<file path="config.mk">
export PLATFORM = sky130hd
export DESIGN_NAME = sample_level_shift_compander_core
export DESIGN_NICKNAME = d
export VERILOG_FILES = /design/src/rtl/slsc_pkg.sv /design/src/rtl/sample_level_shift_compander_core.sv
export SDC_FILE = /design/constraint.sdc
export NUM_CORES = 1
export LEC_CHECK = 0
export CORE_MARGIN = 5
export CORE_UTILIZATION = 70
export CTS_CLUSTER_SIZE = 40
export DETAILED_ROUTE_END_ITERATION = 7
export DONT_BUFFER_PORTS = 1
export PLACE_DENSITY = 0.86
export SYNTH_ARGS = -nofsm -noshare
export SYNTH_HDL_FRONTEND = slang
export SYNTH_SLANG_ARGS = --single-unit
</file>
<file path="constraint.sdc">
create_clock -name clk -period 12.8 [get_ports clk]
set_input_delay 1.28 -clock clk [delete_from_list [all_inputs] [get_ports clk]]
set_output_delay 1.28 -clock clk [all_outputs]
set_load 0.01 [all_outputs]
</file>
<file path="src/rtl/slsc_pkg.sv">
// Shared constants and segment-law functions for the sample level shift compander.
package slsc_pkg;

  localparam int unsigned BdW     = 5;
  localparam int unsigned SmpW    = 16;
  localparam int unsigned ValW    = 17;
  localparam int unsigned ShiftW  = 4;
  localparam int unsigned IdxW    = 2;

  localparam logic [BdW-1:0] BdMin   = 5'd8;
  localparam logic [BdW-1:0] BdMax   = 5'd16;
  localparam logic [BdW-1:0] BdReset = 5'd10;

  // configuration register indexes
  localparam logic [IdxW-1:0] RegBitDepth = 2'd0;
  localparam logic [IdxW-1:0] RegCompand  = 2'd1;
  localparam logic [IdxW-1:0] RegLayout   = 2'd2;

  // request kinds
  localparam logic ReqFwd = 1'b0;
  localparam logic ReqInv = 1'b1;

  function automatic logic [BdW-1:0] eff_depth(input logic [BdW-1:0] bd);
    logic [BdW-1:0] r;
    if (bd < BdMin) r = BdMin;
    else if (bd > BdMax) r = BdMax;
    else r = bd;
    return r;
  endfunction

  // seven-segment 16-to-12 compression
  function automatic logic [SmpW-1:0] compress16to12(input logic [SmpW-1:0] p);
    logic [SmpW-1:0] r;
    if (p < 16'd1024)       r = p;
    else if (p < 16'd2048)  r = 16'd1024 + ((p - 16'd1024) >> 1);
    else if (p < 16'd4096)  r = 16'd1536 + ((p - 16'd2048) >> 2);
    else if (p < 16'd8192)  r = 16'd2048 + ((p - 16'd4096) >> 3);
    else if (p < 16'd16384) r = 16'd2560 + ((p - 16'd8192) >> 4);
    else if (p < 16'd32768) r = 16'd3072 + ((p - 16'd16384) >> 5);
    else                    r = 16'd3584 + ((p - 16'd32768) >> 6);
    return r;
  endfunction

  // matching 12-to-16 expansion, wraps to 16 bits on the top segment
  function automatic logic [SmpW-1:0] expand12to16(input logic [SmpW-1:0] p);
    logic [SmpW-1:0] r;
    if (p < 16'd1024)      r = p;
    else if (p < 16'd1536) r = 16'd1024 + ((p - 16'd1024) << 1);
    else if (p < 16'd2048) r = 16'd2048 + ((p - 16'd1536) << 2);
    else if (p < 16'd2560) r = 16'd4096 + ((p - 16'd2048) << 3);
    else if (p < 16'd3072) r = 16'd8192 + ((p - 16'd2560) << 4);
    else if (p < 16'd3584) r = 16'd16384 + ((p - 16'd3072) << 5);
    else                   r = 16'd32768 + ((p - 16'd3584) << 6);
    return r;
  endfunction

endpackage

</file>
<file path="src/rtl/sample_level_shift_compander_core.sv">
// Top level: three-stage level shift / compander pipeline with config registers.
//
// Converts words between picture samples and signed block values. Forward words
// (req_type 0) are right-aligned (MSB layout), compressed 16-to-12 (LSB layout,
// companding on) or passed through, then half range 2^(bd-1) is removed and the
// result wraps to 16 bits, sign-extended on out_sample_result. Inverse words
// (req_type 1) take the low 16 bits as a signed value, add half range, clip to
// 0..2^bd-1, then expand 12-to-16, left-align or pass through; the result is
// 0..65535. bit_depth below 8 acts as 8, above 16 as 16. Throughput is one
// word per clock while out_ready does not stall. There are three register stages
// (decode/align, offset/clip, expand/output); a word loads the first on the
// accepting edge and passes the other two before out_valid rises. Each stage holds
// while the stage after it is full and stalled, so in_ready stays high while a
// result waits, as long as a stage is free. Config writes (cfg_we, cfg_index,
// cfg_data) take effect on the next clock; write only while the pipe is empty.
module sample_level_shift_compander_core (
  input  logic                         clk,
  input  logic                         rst_n,
  // config write port
  input  logic                         cfg_we,
  input  logic [slsc_pkg::IdxW-1:0]    cfg_index,
  input  logic [slsc_pkg::BdW-1:0]     cfg_data,
  // input words
  input  logic                         in_valid,
  output logic                         in_ready,
  input  logic                         in_req_type,
  input  logic signed [slsc_pkg::ValW-1:0] in_sample_value,
  input  logic                         in_last_sample,
  // result words
  output logic                         out_valid,
  input  logic                         out_ready,
  output logic signed [slsc_pkg::ValW-1:0] out_sample_result,
  output logic                         out_last_out
);

  localparam int unsigned SW = slsc_pkg::SmpW;
  localparam int unsigned VW = slsc_pkg::ValW;
  localparam int unsigned HW = slsc_pkg::ShiftW;
  localparam int unsigned BW = slsc_pkg::BdW;

  // ---------------------------------------------------------------- config
  logic [BW-1:0] bd_r;
  logic          cmp_r;
  logic          lay_r;

  always_ff @(posedge clk) begin
    if (!rst_n) begin
      bd_r  <= slsc_pkg::BdReset;
      cmp_r <= 1'b0;
      lay_r <= 1'b0;
    end else if (cfg_we) begin
      case (cfg_index)
        slsc_pkg::RegBitDepth: bd_r  <= cfg_data;
        slsc_pkg::RegCompand:  cmp_r <= cfg_data[0];
        slsc_pkg::RegLayout:   lay_r <= cfg_data[0];
        default: ;  // unmapped index, dropped
      endcase
    end
  end

  // depth-derived constants
  logic [BW-1:0] bd_eff;
  logic [BW-1:0] shift_w;
  logic [HW-1:0] shift;
  logic [SW-1:0] mid;
  logic [SW-1:0] maxv;

  always_comb begin
    bd_eff  = slsc_pkg::eff_depth(bd_r);
    shift_w = BW'(16) - bd_eff;
    shift   = shift_w[HW-1:0];
    mid     = SW'(1) << (bd_eff - BW'(1));
    maxv    = (mid << 1) - SW'(1);  // wraps to all ones at bd 16
  end

  // ---------------------------------------------------------------- flow
  logic v1_r, v2_r, v3_r;
  logic adv1, adv2, adv3;

  assign adv3     = !v3_r || out_ready;
  assign adv2     = !v2_r || adv3;
  assign adv1     = !v1_r || adv2;
  assign in_ready = adv1;

  // ---------------------------------------------------------------- stage 1
  // align/compress forward, add half range inverse
  logic [SW-1:0]        raw;
  logic [SW-1:0]        fwd_s;
  logic signed [VW-1:0] inv_t;
  logic [VW-1:0]        data1_nxt;

  always_comb begin
    raw = in_sample_value[SW-1:0];
    if (lay_r)      fwd_s = raw >> shift;
    else if (cmp_r) fwd_s = slsc_pkg::compress16to12(raw);
    else            fwd_s = raw;
    inv_t = signed'({raw[SW-1], raw}) + signed'({1'b0, mid});
    data1_nxt = (in_req_type == slsc_pkg::ReqInv) ? inv_t : {1'b0, fwd_s};
  end

  logic          req1_r, last1_r, lay1_r, cmp1_r;
  logic [HW-1:0] shift1_r;
  logic [SW-1:0] mid1_r, maxv1_r;
  logic [VW-1:0] data1_r;

  always_ff @(posedge clk) begin
    if (!rst_n) begin
      v1_r <= 1'b0;
    end else if (adv1) begin
      v1_r <= in_valid;
    end
  end

  always_ff @(posedge clk) begin
    if (adv1 && in_valid) begin
      req1_r   <= in_req_type;
      last1_r  <= in_last_sample;
      lay1_r   <= lay_r;
      cmp1_r   <= cmp_r;
      shift1_r <= shift;
      mid1_r   <= mid;
      maxv1_r  <= maxv;
      data1_r  <= data1_nxt;
    end
  end

  // ---------------------------------------------------------------- stage 2
  // remove half range forward, clip inverse
  logic [SW-1:0] data2_nxt;

  always_comb begin
    if (req1_r == slsc_pkg::ReqInv) begin
      if (data1_r[VW-1])                 data2_nxt = '0;
      else if (data1_r[SW-1:0] > maxv1_r) data2_nxt = maxv1_r;
      else                               data2_nxt = data1_r[SW-1:0];
    end else begin
      data2_nxt = data1_r[SW-1:0] - mid1_r;
    end
  end

  logic          req2_r, last2_r, lay2_r, cmp2_r;
  logic [HW-1:0] shift2_r;
  logic [SW-1:0] maxv2_r;
  logic [SW-1:0] data2_r;

  always_ff @(posedge clk) begin
    if (!rst_n) begin
      v2_r <= 1'b0;
    end else if (adv2) begin
      v2_r <= v1_r;
    end
  end

  always_ff @(posedge clk) begin
    if (adv2 && v1_r) begin
      req2_r   <= req1_r;
      last2_r  <= last1_r;
      lay2_r   <= lay1_r;
      cmp2_r   <= cmp1_r;
      shift2_r <= shift1_r;
      maxv2_r  <= maxv1_r;
      data2_r  <= data2_nxt;
    end
  end

  // ---------------------------------------------------------------- stage 3
  // expand or left-align inverse, sign-extend forward
  logic [SW-1:0] inv_val;
  logic [VW-1:0] res3_nxt;

  always_comb begin
    if (lay2_r)      inv_val = data2_r << shift2_r;
    else if (cmp2_r) inv_val = slsc_pkg::expand12to16(data2_r);
    else             inv_val = data2_r;
    if (req2_r == slsc_pkg::ReqInv) res3_nxt = {1'b0, inv_val};
    else                            res3_nxt = {data2_r[SW-1], data2_r};
  end

  logic          req3_r, last3_r;
  logic [VW-1:0] res3_r;

  always_ff @(posedge clk) begin
    if (!rst_n) begin
      v3_r <= 1'b0;
    end else if (adv3) begin
      v3_r <= v2_r;
    end
  end

  always_ff @(posedge clk) begin
    if (adv3 && v2_r) begin
      req3_r  <= req2_r;
      last3_r <= last2_r;
      res3_r  <= res3_nxt;
    end
  end

  assign out_valid         = v3_r;
  assign out_sample_result = signed'(res3_r);
  assign out_last_out      = last3_r;

  // ---------------------------------------------------------------- checks
  a_inv_nonneg: assert property (@(posedge clk) disable iff (!rst_n)
    (v3_r && req3_r == slsc_pkg::ReqInv) |-> !out_sample_result[VW-1])
    else $error("inverse result negative");

  a_fwd_sext: assert property (@(posedge clk) disable iff (!rst_n)
    (v3_r && req3_r == slsc_pkg::ReqFwd) |->
      (out_sample_result[VW-1] == out_sample_result[VW-2]))
    else $error("forward result not a 16-bit signed value");

  a_clip_bound: assert property (@(posedge clk) disable iff (!rst_n)
    (v2_r && req2_r == slsc_pkg::ReqInv) |-> (data2_r <= maxv2_r))
    else $error("clipped value above depth maximum");

endmodule
</file>
==> results of run 1 <==
layer usage:
layer  track usage  vias to the layer above  wire length, um
met3       0.04246                       76             2295
li1              -                     4181                -
met2        0.5478                      525            13230
met5             0                        -                0
met4        0.1559                        0             1162
met1        0.4245                     4151            10590
final cells by class:
cell class	count	share of cell area
multi-input cells	892	0.6086
flip-flops and latches	108	0.3039
inverters	72	0.02613
clock buffers	9	0.02178
well taps	180	0.02178
clock inverters	7	0.009073
repair buffers	12	0.008710
cells in the final DEF, fill, tap and decap left out, drive strengths merged, types with 12 or more instances in the layout:
| cell | count |
|---|---|
| nand2 | 126 |
| edfxtp | 98 |
| a21oi | 86 |
| inv | 75 |
| nor2 | 72 |
| ha | 71 |
| mux2i | 61 |
| o21ai | 55 |
| nand3 | 36 |
| xnor2 | 32 |
| nor2b | 27 |
| nor3 | 24 |
| o211ai | 24 |
| a211oi | 19 |
| xor2 | 16 |
| o21a | 16 |
| mux2 | 13 |
| buf | 12 |
| a31oi | 12 |
how the worst min path moves through the flow:
stage | start | endpoint | cells after the start
CTS | last1_r | last2_r | 0
global placement | shift1_r[0] | shift2_r[0] | 0
detailed placement | cmp1_r | cmp2_r | 0
finish | cmp1_r | cmp2_r | 0
floorplan | cmp1_r | cmp2_r | 0
global route | last1_r | last2_r | 0
worst max-delay path, cell delays in order (launching register included):
cell and delay, ns:
dfxtp_1 0.52, nand3b_1 0.16, buf_4 0.32, ha_1 0.28
ha_1 0.40, nor3b_1 0.64, ha_1 0.35, o21ai_0 0.17
a2111oi_0 0.45, a21bo_2 0.30, a2111o_1 0.40, a41oi_2 0.20
xnor2_1 0.14, a21oi_1 0.09
state kept, by name (all words and copies together) (netlist names), 4 cells and up:
signal and cells:
bd_r 5, data1_r 17, data2_r 16, maxv1_r 15, mid1_r 16, out_sample_result 17, shift1_r 4, shift2_r 4
cell families after synthesis:
family	synth area share
compound gates	0.2244
xor+xnor	0.04201
fa+ha+maj	0.09077
buf+inv	0.06014
flops	0.3141
mux	0.09665
simple gates	0.1719
power breakdown:
group | internal, uW | switching (uW) | total (uW)
clock | 144 | 150 | 294
combinational | 134 | 187 | 321
sequential | 419 | 33.6 | 452
through the flow:
stage	total power, uW	cell area, sq um	worst slack [ns]
floorplan	703.1	10010	8.074
global placement	756.7	10020	8.408
detailed placement	768.8	10020	8.271
CTS	1063	10340	8.243
global route	1119	10340	8.009
finish	1067	10340	8.122
==> summary.md, run 1 <==
| Metric | Value |
|---|---|
| Routed len/inst | `21.31 um` |
| Via density | `6.979` |
| Synth Warn # | `0` |
| Yosys top cell area share | `0.2941` |
| Setup Skew | `0.01147 ns` |
| ANT cells | `0` |
| Die Height | `129.6 um` |
| Crit start category | `flip-flop` |
| Synthesized instance count | `1155` |
| Fill count | `1026` |
| Core Util, Final | `0.7422` |
| Achievable Freq | `213.8 MHz` |
| CTS max path bufs | `2` |
| Period Utilization, post-route | `0.3655` |
| Min Hold Slack | `0.4227 ns` |
| Core Footprint | `13930 sq um` |
| Status | `finished clean` |
| GRT Util Overall | `0.3283` |
| Post-route ant nets | `0` |
| Fraction of the yosys area taken by sequential cells | `0.3141` |
| Reg2Reg Setup Slack | `8.12 ns` |
| Critical Path RT | `12.90 ns` |
| Drt pass-1 iters | `6` |
| Final nets | `1198` |
| Hold Vio Cnt, Final | `0` |
| Clock sinks | `108` |
| Worst slew margin | `0.2321` |
| Root Buffer | `clkbuf_16` |
| Worst-skew pair later-pin latency | `0.37 ns` |
| Max-cap violations | `0` |
| WS Path Type | `flip-flop to flip-flop` |
| CP Capture Point | `data1_r[15]` |
| PD cells | `103.1 nW/um^2` |
| Post-CTS Setup Bufs | `0` |
| GRT overflow | `0` |
| Die ar. | `16790 sq um` |
| Net Count, Synth | `1258` |
| HPWL Detailed | `20100 um` |
| Static Leak | `0.004149 uW` |
| Worst Path Arrival | `4.78 ns` |
| Placer Congestion | `0.9944` |
| Cts bufs inserted | `9` |
| CTS tree | `built` |
| RR Endpoint | `data1_r[15]` |
| Setup Viol. Count Final | `0` |
| Leading area contributor after synthesis | `edfxtp_1` |
| Transition time of the tightest slew-check pin | `1.151 ns` |
| Worst Setup End Kind | `flip-flop` |
| Syn_area_per_cell | `8.664 sq um` |
| Initial antenna violation count | `0` |
| IO buf count | `0` |
| Global-route wire length before repair | `43640 um` |
| Final max-slew violation count | `0` |
| Number of synthesized flops with an enable pin | `98` |
| Top_reg_cell synth | `edfxtp_1` |
| Die X | `129.6 um` |
| Rows | `43` |
| Final setup TNS | `0 ns` |
| Count of different cell masters after synthesis | `78` |
| Synthesized area | `10010 sq um` |
| RSZ-0062 raised after global routing | `no` |
| Post-CTS sizing | `0` |
| Ys async rst share | `0` |
| Layout cell share with drive strength beyond 1 | `0.06182` |
| Most frequent cell after synthesis | `nand2_1` |
| Initial Util | `0.7181` |
| 1st-iter DRT viols | `1043` |
| H-tree levels | `3` |
| FF+latch count, synth | `108` |
| Via count | `8933` |
| Synth top area cells | `edfxtp_1, ha_1, mux2i_1, nand2_1, a21oi_1` |
| Vias in the first global route | `8368` |
| CTS hold repair buffers | `0` |
| Minimum clock period | `4.678 ns` |
| Hold crit path type | `flip-flop to flip-flop` |
| IO Pins | `51` |
| Max rail drop VDD | `68.63 uV` |
| Dpl cells | `1264` |
| Critical path peak fanout | `22` |
| Storage element area | `3143 sq um` |
| Worst R2R Start | `bd_r[4]` |
| Synth-to-Final Area Change | `3.351%` |
| CP startpoint | `bd_r[4]` |
| # DRC | `0` |
| Routed WL | `27270 um` |
| Multi-input logic area | `6295 sq um` |
| Commonest cells post-synth | `nand2_1, edfxtp_1, a21oi_1, nor2_1` |
| Clock slew at reported path FFs | `0.08 ns` |
| R2R depth | `13` |
| Largest net degree at the start of global routing | `57` |
| Final Instance Count excl. Fillers | `1280` |
No activity file was read; power rests on OpenSTA's default activity.
==> inputs of run 2 (changes only) <==
CORE_UTILIZATION = 60   (was 70)
PLACE_DENSITY = 0.79   (was 0.86)
clock period = 4.2 ns   (was 12.8 ns; I/O delays follow)
==> run 2 against run 1 <==
  * First-iteration DRC count fell by 20%
  * Critical path depth rose by 2
  * Wire length increased by 1.6%
  * Final area up 1.9%
  * Via count grew 0.15%
  * Sequential share of layout area fell by 0.58 points
  * Utilization fell by 10 points
  * Non-clock buffer count grew 18
  * Register-to-register slack got worse by 7.9 ns
  * Largest power group unchanged
==> summary.md, run 2 (synthesis results as in run 1) <==
| Metric | Value |
|---|---|
| Met1 usage | `0.3450` |
| Final max-slew violation count | `0` |
| PD cells | `305.2 nW/um^2` |
| Vias in the first global route | `8413` |
| R2R depth | `15` |
| Status | `finished clean` |
| Critical path cell sequence | `nor2b_1 > nand2_1 > ha_1 > ha_2 > nand3_1 > or2_2 > inv_1 > ha_1 > nand2_1 > and3_1 > a21bo_2 > a2111o_1 > a41oi_2 > xnor2_1 > a21oi_1` |
| IO buf count | `0` |
| GRT Max-Usage Layer | `met2` |
| Achievable Freq | `253.6 MHz` |
| Post-CTS sizing | `0` |
| Min Hold Slack | `0.1224 ns` |
| CTS hold repair buffers | `0` |
| Synth-to-Final Area Change | `5.364%` |
| 1st-iter DRT viols | `832` |
| Drt pass-1 iters | `6` |
| Placer Congestion | `0.9720` |
| Crit start category | `flip-flop` |
| RR Endpoint | `data1_r[15]` |
| # DRC | `0` |
| Hold crit path type | `primary input to flip-flop` |
| Setup Skew | `0.01484 ns` |
| Root Buffer | `clkbuf_16` |
| CP Capture Point | `data1_r[15]` |
| Highest-count cells in the layout ignoring fill and taps | `nand2_1, edfxtp_1, a21oi_1` |
| CTS tree | `built` |
| Initial antenna violation count | `0` |
| GRT Util Overall | `0.2793` |
| Worst Path Arrival | `4.03 ns` |
| Reg2Reg Setup Slack | `0.26 ns` |
| Setup Viol. Count Final | `0` |
| GRT overflow | `0` |
| Worst Setup End Kind | `flip-flop` |
| Commonest non-fill, non-tap cell in the layout | `nand2_1` |
| Max-cap violations | `0` |
| ANT cells | `0` |
| Worst R2R Start | `bd_r[3]` |
| Static Leak | `0.004233 uW` |
| Hold Vio Cnt, Final | `0` |
| Routed WL | `27720 um` |
| Final Instance Count excl. Fillers | `1338` |
| CTS max path bufs | `2` |
| Max rail drop VDD | `206.7 uV` |
| Routed len/inst | `20.72 um` |
| Cts bufs inserted | `9` |
| Period Utilization, post-route | `0.9389` |
| Final nets | `1216` |
| Die ar. | `19360 sq um` |
| Largest net degree at the start of global routing | `57` |
| Worst slew margin | `0.3239` |
| Routing usage on met2 | `0.4776` |
| Rows | `47` |
| CP startpoint | `bd_r[3]` |
| Die Height | `139.1 um` |
| Post-route ant nets | `0` |
| Post-CTS Setup Bufs | `0` |
| IO Pins | `51` |
| Transition time of the tightest slew-check pin | `1.013 ns` |
| HPWL Detailed | `20890 um` |
| Core Footprint | `16470 sq um` |
| Critical path peak fanout | `7` |
| Via count | `8946` |
| Clock sinks | `108` |
| Via density | `6.686` |
| Die X | `139.1 um` |
| WS Path Type | `flip-flop to flip-flop` |
| CP peak stage delay | `0.43 ns` |
| Clock slew at reported path FFs | `0.08 ns` |
| Layout cell share with drive strength beyond 1 | `0.08140` |
| Initial Util | `0.6078` |
| Dpl cells | `1322` |
| Global-route wire length before repair | `44080 um` |
| H-tree levels | `3` |
| Routing usage on met3 | `0.03345` |
| Worst-skew pair later-pin latency | `0.36 ns` |
| Critical Path RT | `4.29 ns` |
| Minimum clock period | `3.944 ns` |
| CP max stage cell | `ha_2` |
## run 2: critical path, delay by kind of cell (launching register included)
kind                     cells  cell delay [ns]
AO/OA/AOI/OAI                4             0.94
buffers and inverters        1             0.12
XOR/XNOR                     1             0.13
AND/OR/NAND/NOR              6             1.16
flip-flops                   1             0.41
adder cells (fa/ha/maj)      3             0.91
## run 2: worst min-delay path by stage
stage | end | from | cells after the start | slack [ns]
final | bd_r[1] | rst_n | 1 | 0.12
after global routing | bd_r[3] | rst_n | 1 | 0.11
after CTS | bd_r[1] | rst_n | 1 | 0.11
after detailed placement | shift2_r[0] | shift1_r[0] | 0 | 0.41
after global placement | shift2_r[3] | shift1_r[3] | 0 | 0.40
after floorplan | cmp2_r | cmp1_r | 0 | 0.40
## run 2: metrics by stage
step,total power (uW),util,TNS (ns),instance area (sq um),setup slack (ns)
2_1_floorplan,2143,-,0,10010,0.1230
3_3_place_gp,2336,0.6200,0,10210,0.3804
3_5_place_dp,2358,0.6200,0,10210,0.2091
4_1_cts,3220,0.6391,0,10520,0.1788
5_1_grt,3394,0.6404,-0.001911,10540,-0.001911
6_report,3219,0.6404,0,10540,0.2565
## run 2: per-layer routing
metal | routed length (um) | vias to the layer above
li1 | - | 4216
met5 | 0 | -
met1 | 11080 | 4189
met4 | 1390 | 0
met2 | 13450 | 443
met3 | 1801 | 98
## run 2: cell type report
| class | count | area (sq um) |
|---|---|---|
| multi-input cells | 892 | 6316 |
| fillers | 1413 | 5922 |
| flip-flops and latches | 108 | 3143 |
| well taps | 220 | 275.3 |
| inverters | 72 | 270.3 |
| clock buffers | 9 | 225.2 |
| repair buffers | 30 | 225.2 |
| clock inverters | 7 | 88.84 |
## run 2: report_power, final
part           switching, uW  internal, uW
clock                    428           429
combinational            567           421
sequential              97.4          1280
==> inputs of run 3 (changes only) <==
ABC_AREA = 1   (was unset)
CORE_UTILIZATION = 59   (was 60)
PLACE_DENSITY = 0.78   (was 0.79)
==> run 3 against run 2 <==
  * The flow now finishes with violations (DRC)
  * Clock power grew 0.7%
  * Synthesized cell count grew 22%
  * Sequential share of layout area grew 0.70 points
  * Die area is essentially flat
  * Register-to-register slack gained 0.31 ns
  * Critical path type unchanged
==> summary.md, run 3 <==
| Metric | Value |
|---|---|
| Layout cell share with drive strength beyond 1 | `0.03165` |
| Fraction of the yosys area taken by sequential cells | `0.3193` |
| Period Utilization, post-route | `0.8654` |
| Die ar. | `19360 sq um` |
| Static Leak | `0.004791 uW` |
| Post-CTS sizing | `0` |
| WS Path Type | `flip-flop to flip-flop` |
| Transition time of the tightest slew-check pin | `1.102 ns` |
| Reg2Reg Setup Slack | `0.57 ns` |
| Critical path peak fanout | `5` |
| Internal power | `2083 uW` |
| Yosys top cell area share | `0.2990` |
| Synth Area in Compound Gates | `0.1998` |
| Synth top area cells | `edfxtp_1, nand2_1, ha_1, o21ai_0, inv_1` |
| Fill count | `1475` |
| Placer Congestion | `1.028` |
| Commonest non-fill, non-tap cell in the layout | `nand2_1` |
| Net Count, Synth | `1513` |
| RSZ-0062 raised after global routing | `no` |
| Clock slew at reported path FFs | `0.08 ns` |
| Worst R2R Start | `bd_r[3]` |
| Initial antenna violation count | `0` |
| Synthesized instance count | `1409` |
| Routed WL | `27240 um` |
| WHS Path Cells | `1` |
| RR Endpoint | `data1_r[15]` |
| Count of different cell masters after synthesis | `52` |
| Root Buffer | `clkbuf_16` |
| Rows | `47` |
| Global-route wire length before repair | `44050 um` |
| Most frequent cell after synthesis | `nand2_1` |
| Setup Skew | `0.01442 ns` |
| H-tree levels | `3` |
| Commonest cells post-synth | `nand2_1, inv_1, o21ai_0, a21oi_1, edfxtp_1` |
| Via density | `6.012` |
| Post-Synth Adder-Cell Area | `0.09357` |
| Synthesized area | `9842 sq um` |
| # DRC | `1` |
| Top_reg_cell synth | `edfxtp_1` |
| Critical Path RT | `4.31 ns` |
| Simple-Gate Fraction of Synth Area | `0.2590` |
| Minimum clock period | `3.635 ns` |
| Hold Vio Cnt, Final | `0` |
| IO Pins | `51` |
| R2R depth | `16` |
| Sequential share of power | `0.416` |
| Max-cap violations | `0` |
| Ys async rst share | `0` |
| Switch share | `0.3693` |
| Dpl cells | `1594` |
| Final nets | `1489` |
| Mux cell area share after synthesis | `0.003051` |
| Worst Path Arrival | `3.75 ns` |
| Worst-skew pair later-pin latency | `0.36 ns` |
| Final Instance Count excl. Fillers | `1610` |
| Achievable Freq | `275.1 MHz` |
| Final max-slew violation count | `0` |
| Vias in the first global route | `9161` |
| Highest-count cells in the layout ignoring fill and taps | `nand2_1, inv_1, o21ai_0` |
| Storage element area | `3143 sq um` |
| Multi-input logic area | `5829 sq um` |
| Post-CTS Setup Bufs | `0` |
| Hold crit path type | `primary input to flip-flop` |
| Failing checks | `DRC` |
| Routed len/inst | `16.92 um` |
| ANT cells | `0` |
| IO buf count | `0` |
| Setup Viol. Count Final | `0` |
| Clock sinks | `108` |
| Largest net degree at the start of global routing | `57` |
| 1st-iter DRT viols | `909` |
| Worst slew margin | `0.2652` |
| Post-route ant nets | `0` |
| Max rail drop VDD | `189.9 uV` |
| Via count | `9680` |
| Switching pwr | `1220 uW` |
| FF+latch count, synth | `108` |
| Synth Warn # | `0` |
| PD cells | `320.6 nW/um^2` |
| Comb pwr share | `0.322` |
| Initial Util | `0.5977` |
| Hold path start | `rst_n` |
| HPWL Detailed | `21400 um` |
| Die Height | `139.2 um` |
| Largest family of logic cells by synthesized area | `simple AND/OR/NAND/NOR gates` |
| Drt pass-1 iters | `8` |
| Core Footprint | `16470 sq um` |
| Cts bufs inserted | `9` |
| Syn_area_per_cell | `6.985 sq um` |
| Endpoint, Worst Hold | `bd_r[1]` |
| GRT Util Overall | `0.2748` |
| GRT overflow | `0` |
| CTS tree | `built` |
| Die X | `139.2 um` |
| Clock power frac | `0.261` |
| Worst Setup End Kind | `flip-flop` |
| CTS hold repair buffers | `0` |
| Status | `finished with violations` |
| Synth Area in XOR/XNOR | `0.03649` |
| CTS max path bufs | `2` |
| Leading area contributor after synthesis | `edfxtp_1` |
| Final setup TNS | `0 ns` |
| Number of synthesized flops with an enable pin | `98` |
| Synth-to-Final Area Change | `4.679%` |
| Crit start category | `flip-flop` |
## run 3: cell types whose count changed after synthesis, moves of 23 or more
cell | previous run | this run
nand3_1 | 36 | 95
mux2i_1 | 61 | 3
xnor2_1 | 32 | 9
nand2_1 | 126 | 367
inv_1 | 70 | 178
nor2b_1 | 27 | 0
a21oi_1 | 86 | 118
o21ai_0 | 54 | 159
clkbuf_1 | 71 | 28
## run 3: critical path, stage by stage (launching register included)
cell and delay (ns):
dfxtp_1 0.41, nand3_1 0.23, ha_1 0.29, ha_1 0.35, nor3_1 0.57, nand2_1 0.10, inv_1 0.17, ha_1 0.23
nand2_1 0.08, nor3_1 0.24, inv_1 0.07, nor4_1 0.26, nand2_1 0.15, nand2_1 0.08, nand2_1 0.04, nand3_1 0.06
nand2_1 0.06
## run 3: layout make-up
| class | instances | share of cell area |
|---|---|---|
| clock buffers | 9 | 0.02186 |
| clock inverters | 7 | 0.008380 |
| inverters | 186 | 0.06777 |
| multi-input cells | 1074 | 0.5658 |
| flip-flops and latches | 108 | 0.3051 |
| well taps | 220 | 0.02672 |
| repair buffers | 6 | 0.004372 |
## run 3: logic make-up after synthesis
logic type	after synthesis
simple gates	604
compound gates	353
buf+inv	227
flops	108
fa+ha+maj	73
xor+xnor	41
mux	3
## run 3: worst max-delay path by stage
stage | start | endpoint | slack, ns | depth (start not counted)
3_3_place_gp | bd_r[3] | data1_r[16] | 0.77 | 17
4_1_cts | bd_r[3] | data1_r[15] | 0.64 | 16
3_5_place_dp | bd_r[3] | data1_r[15] | 0.67 | 16
5_1_grt | bd_r[3] | data1_r[15] | 0.24 | 16
2_1_floorplan | bd_r[3] | data1_r[14] | 1.01 | 20
6_report | bd_r[3] | data1_r[15] | 0.57 | 16
## run 3: power groups by stage
stage | Combinational [uW] | Clock (uW) | Sequential [uW]
floorplan | 823 | 0 | 1360
global placement | 1010 | 0 | 1400
detailed placement | 1040 | 0 | 1400
CTS | 1040 | 878 | 1370
global route | 1200 | 924 | 1380
finish | 1060 | 863 | 1380
## run 3: per-layer routing
layer,track usage,part of all wire
met2,0.4866,0.49
met3,0.04103,0.064
met1,0.3093,0.38
met4,0.1725,0.067
met5,0,0
## run 3: stage by stage
step | utilization | setup slack [ns] | total power (uW) | hold slack [ns] | cell area [sq um]
after floorplan | - | 1.010 | 2182 | 0.4003 | 9842
after global placement | 0.6068 | 0.7694 | 2406 | 0.4013 | 9991
after detailed placement | 0.6068 | 0.6703 | 2434 | 0.4115 | 9991
after CTS | 0.6257 | 0.6441 | 3296 | 0.1407 | 10300
after global routing | 0.6257 | 0.2378 | 3510 | 0.1466 | 10300
final | 0.6257 | 0.5655 | 3303 | 0.1503 | 10300
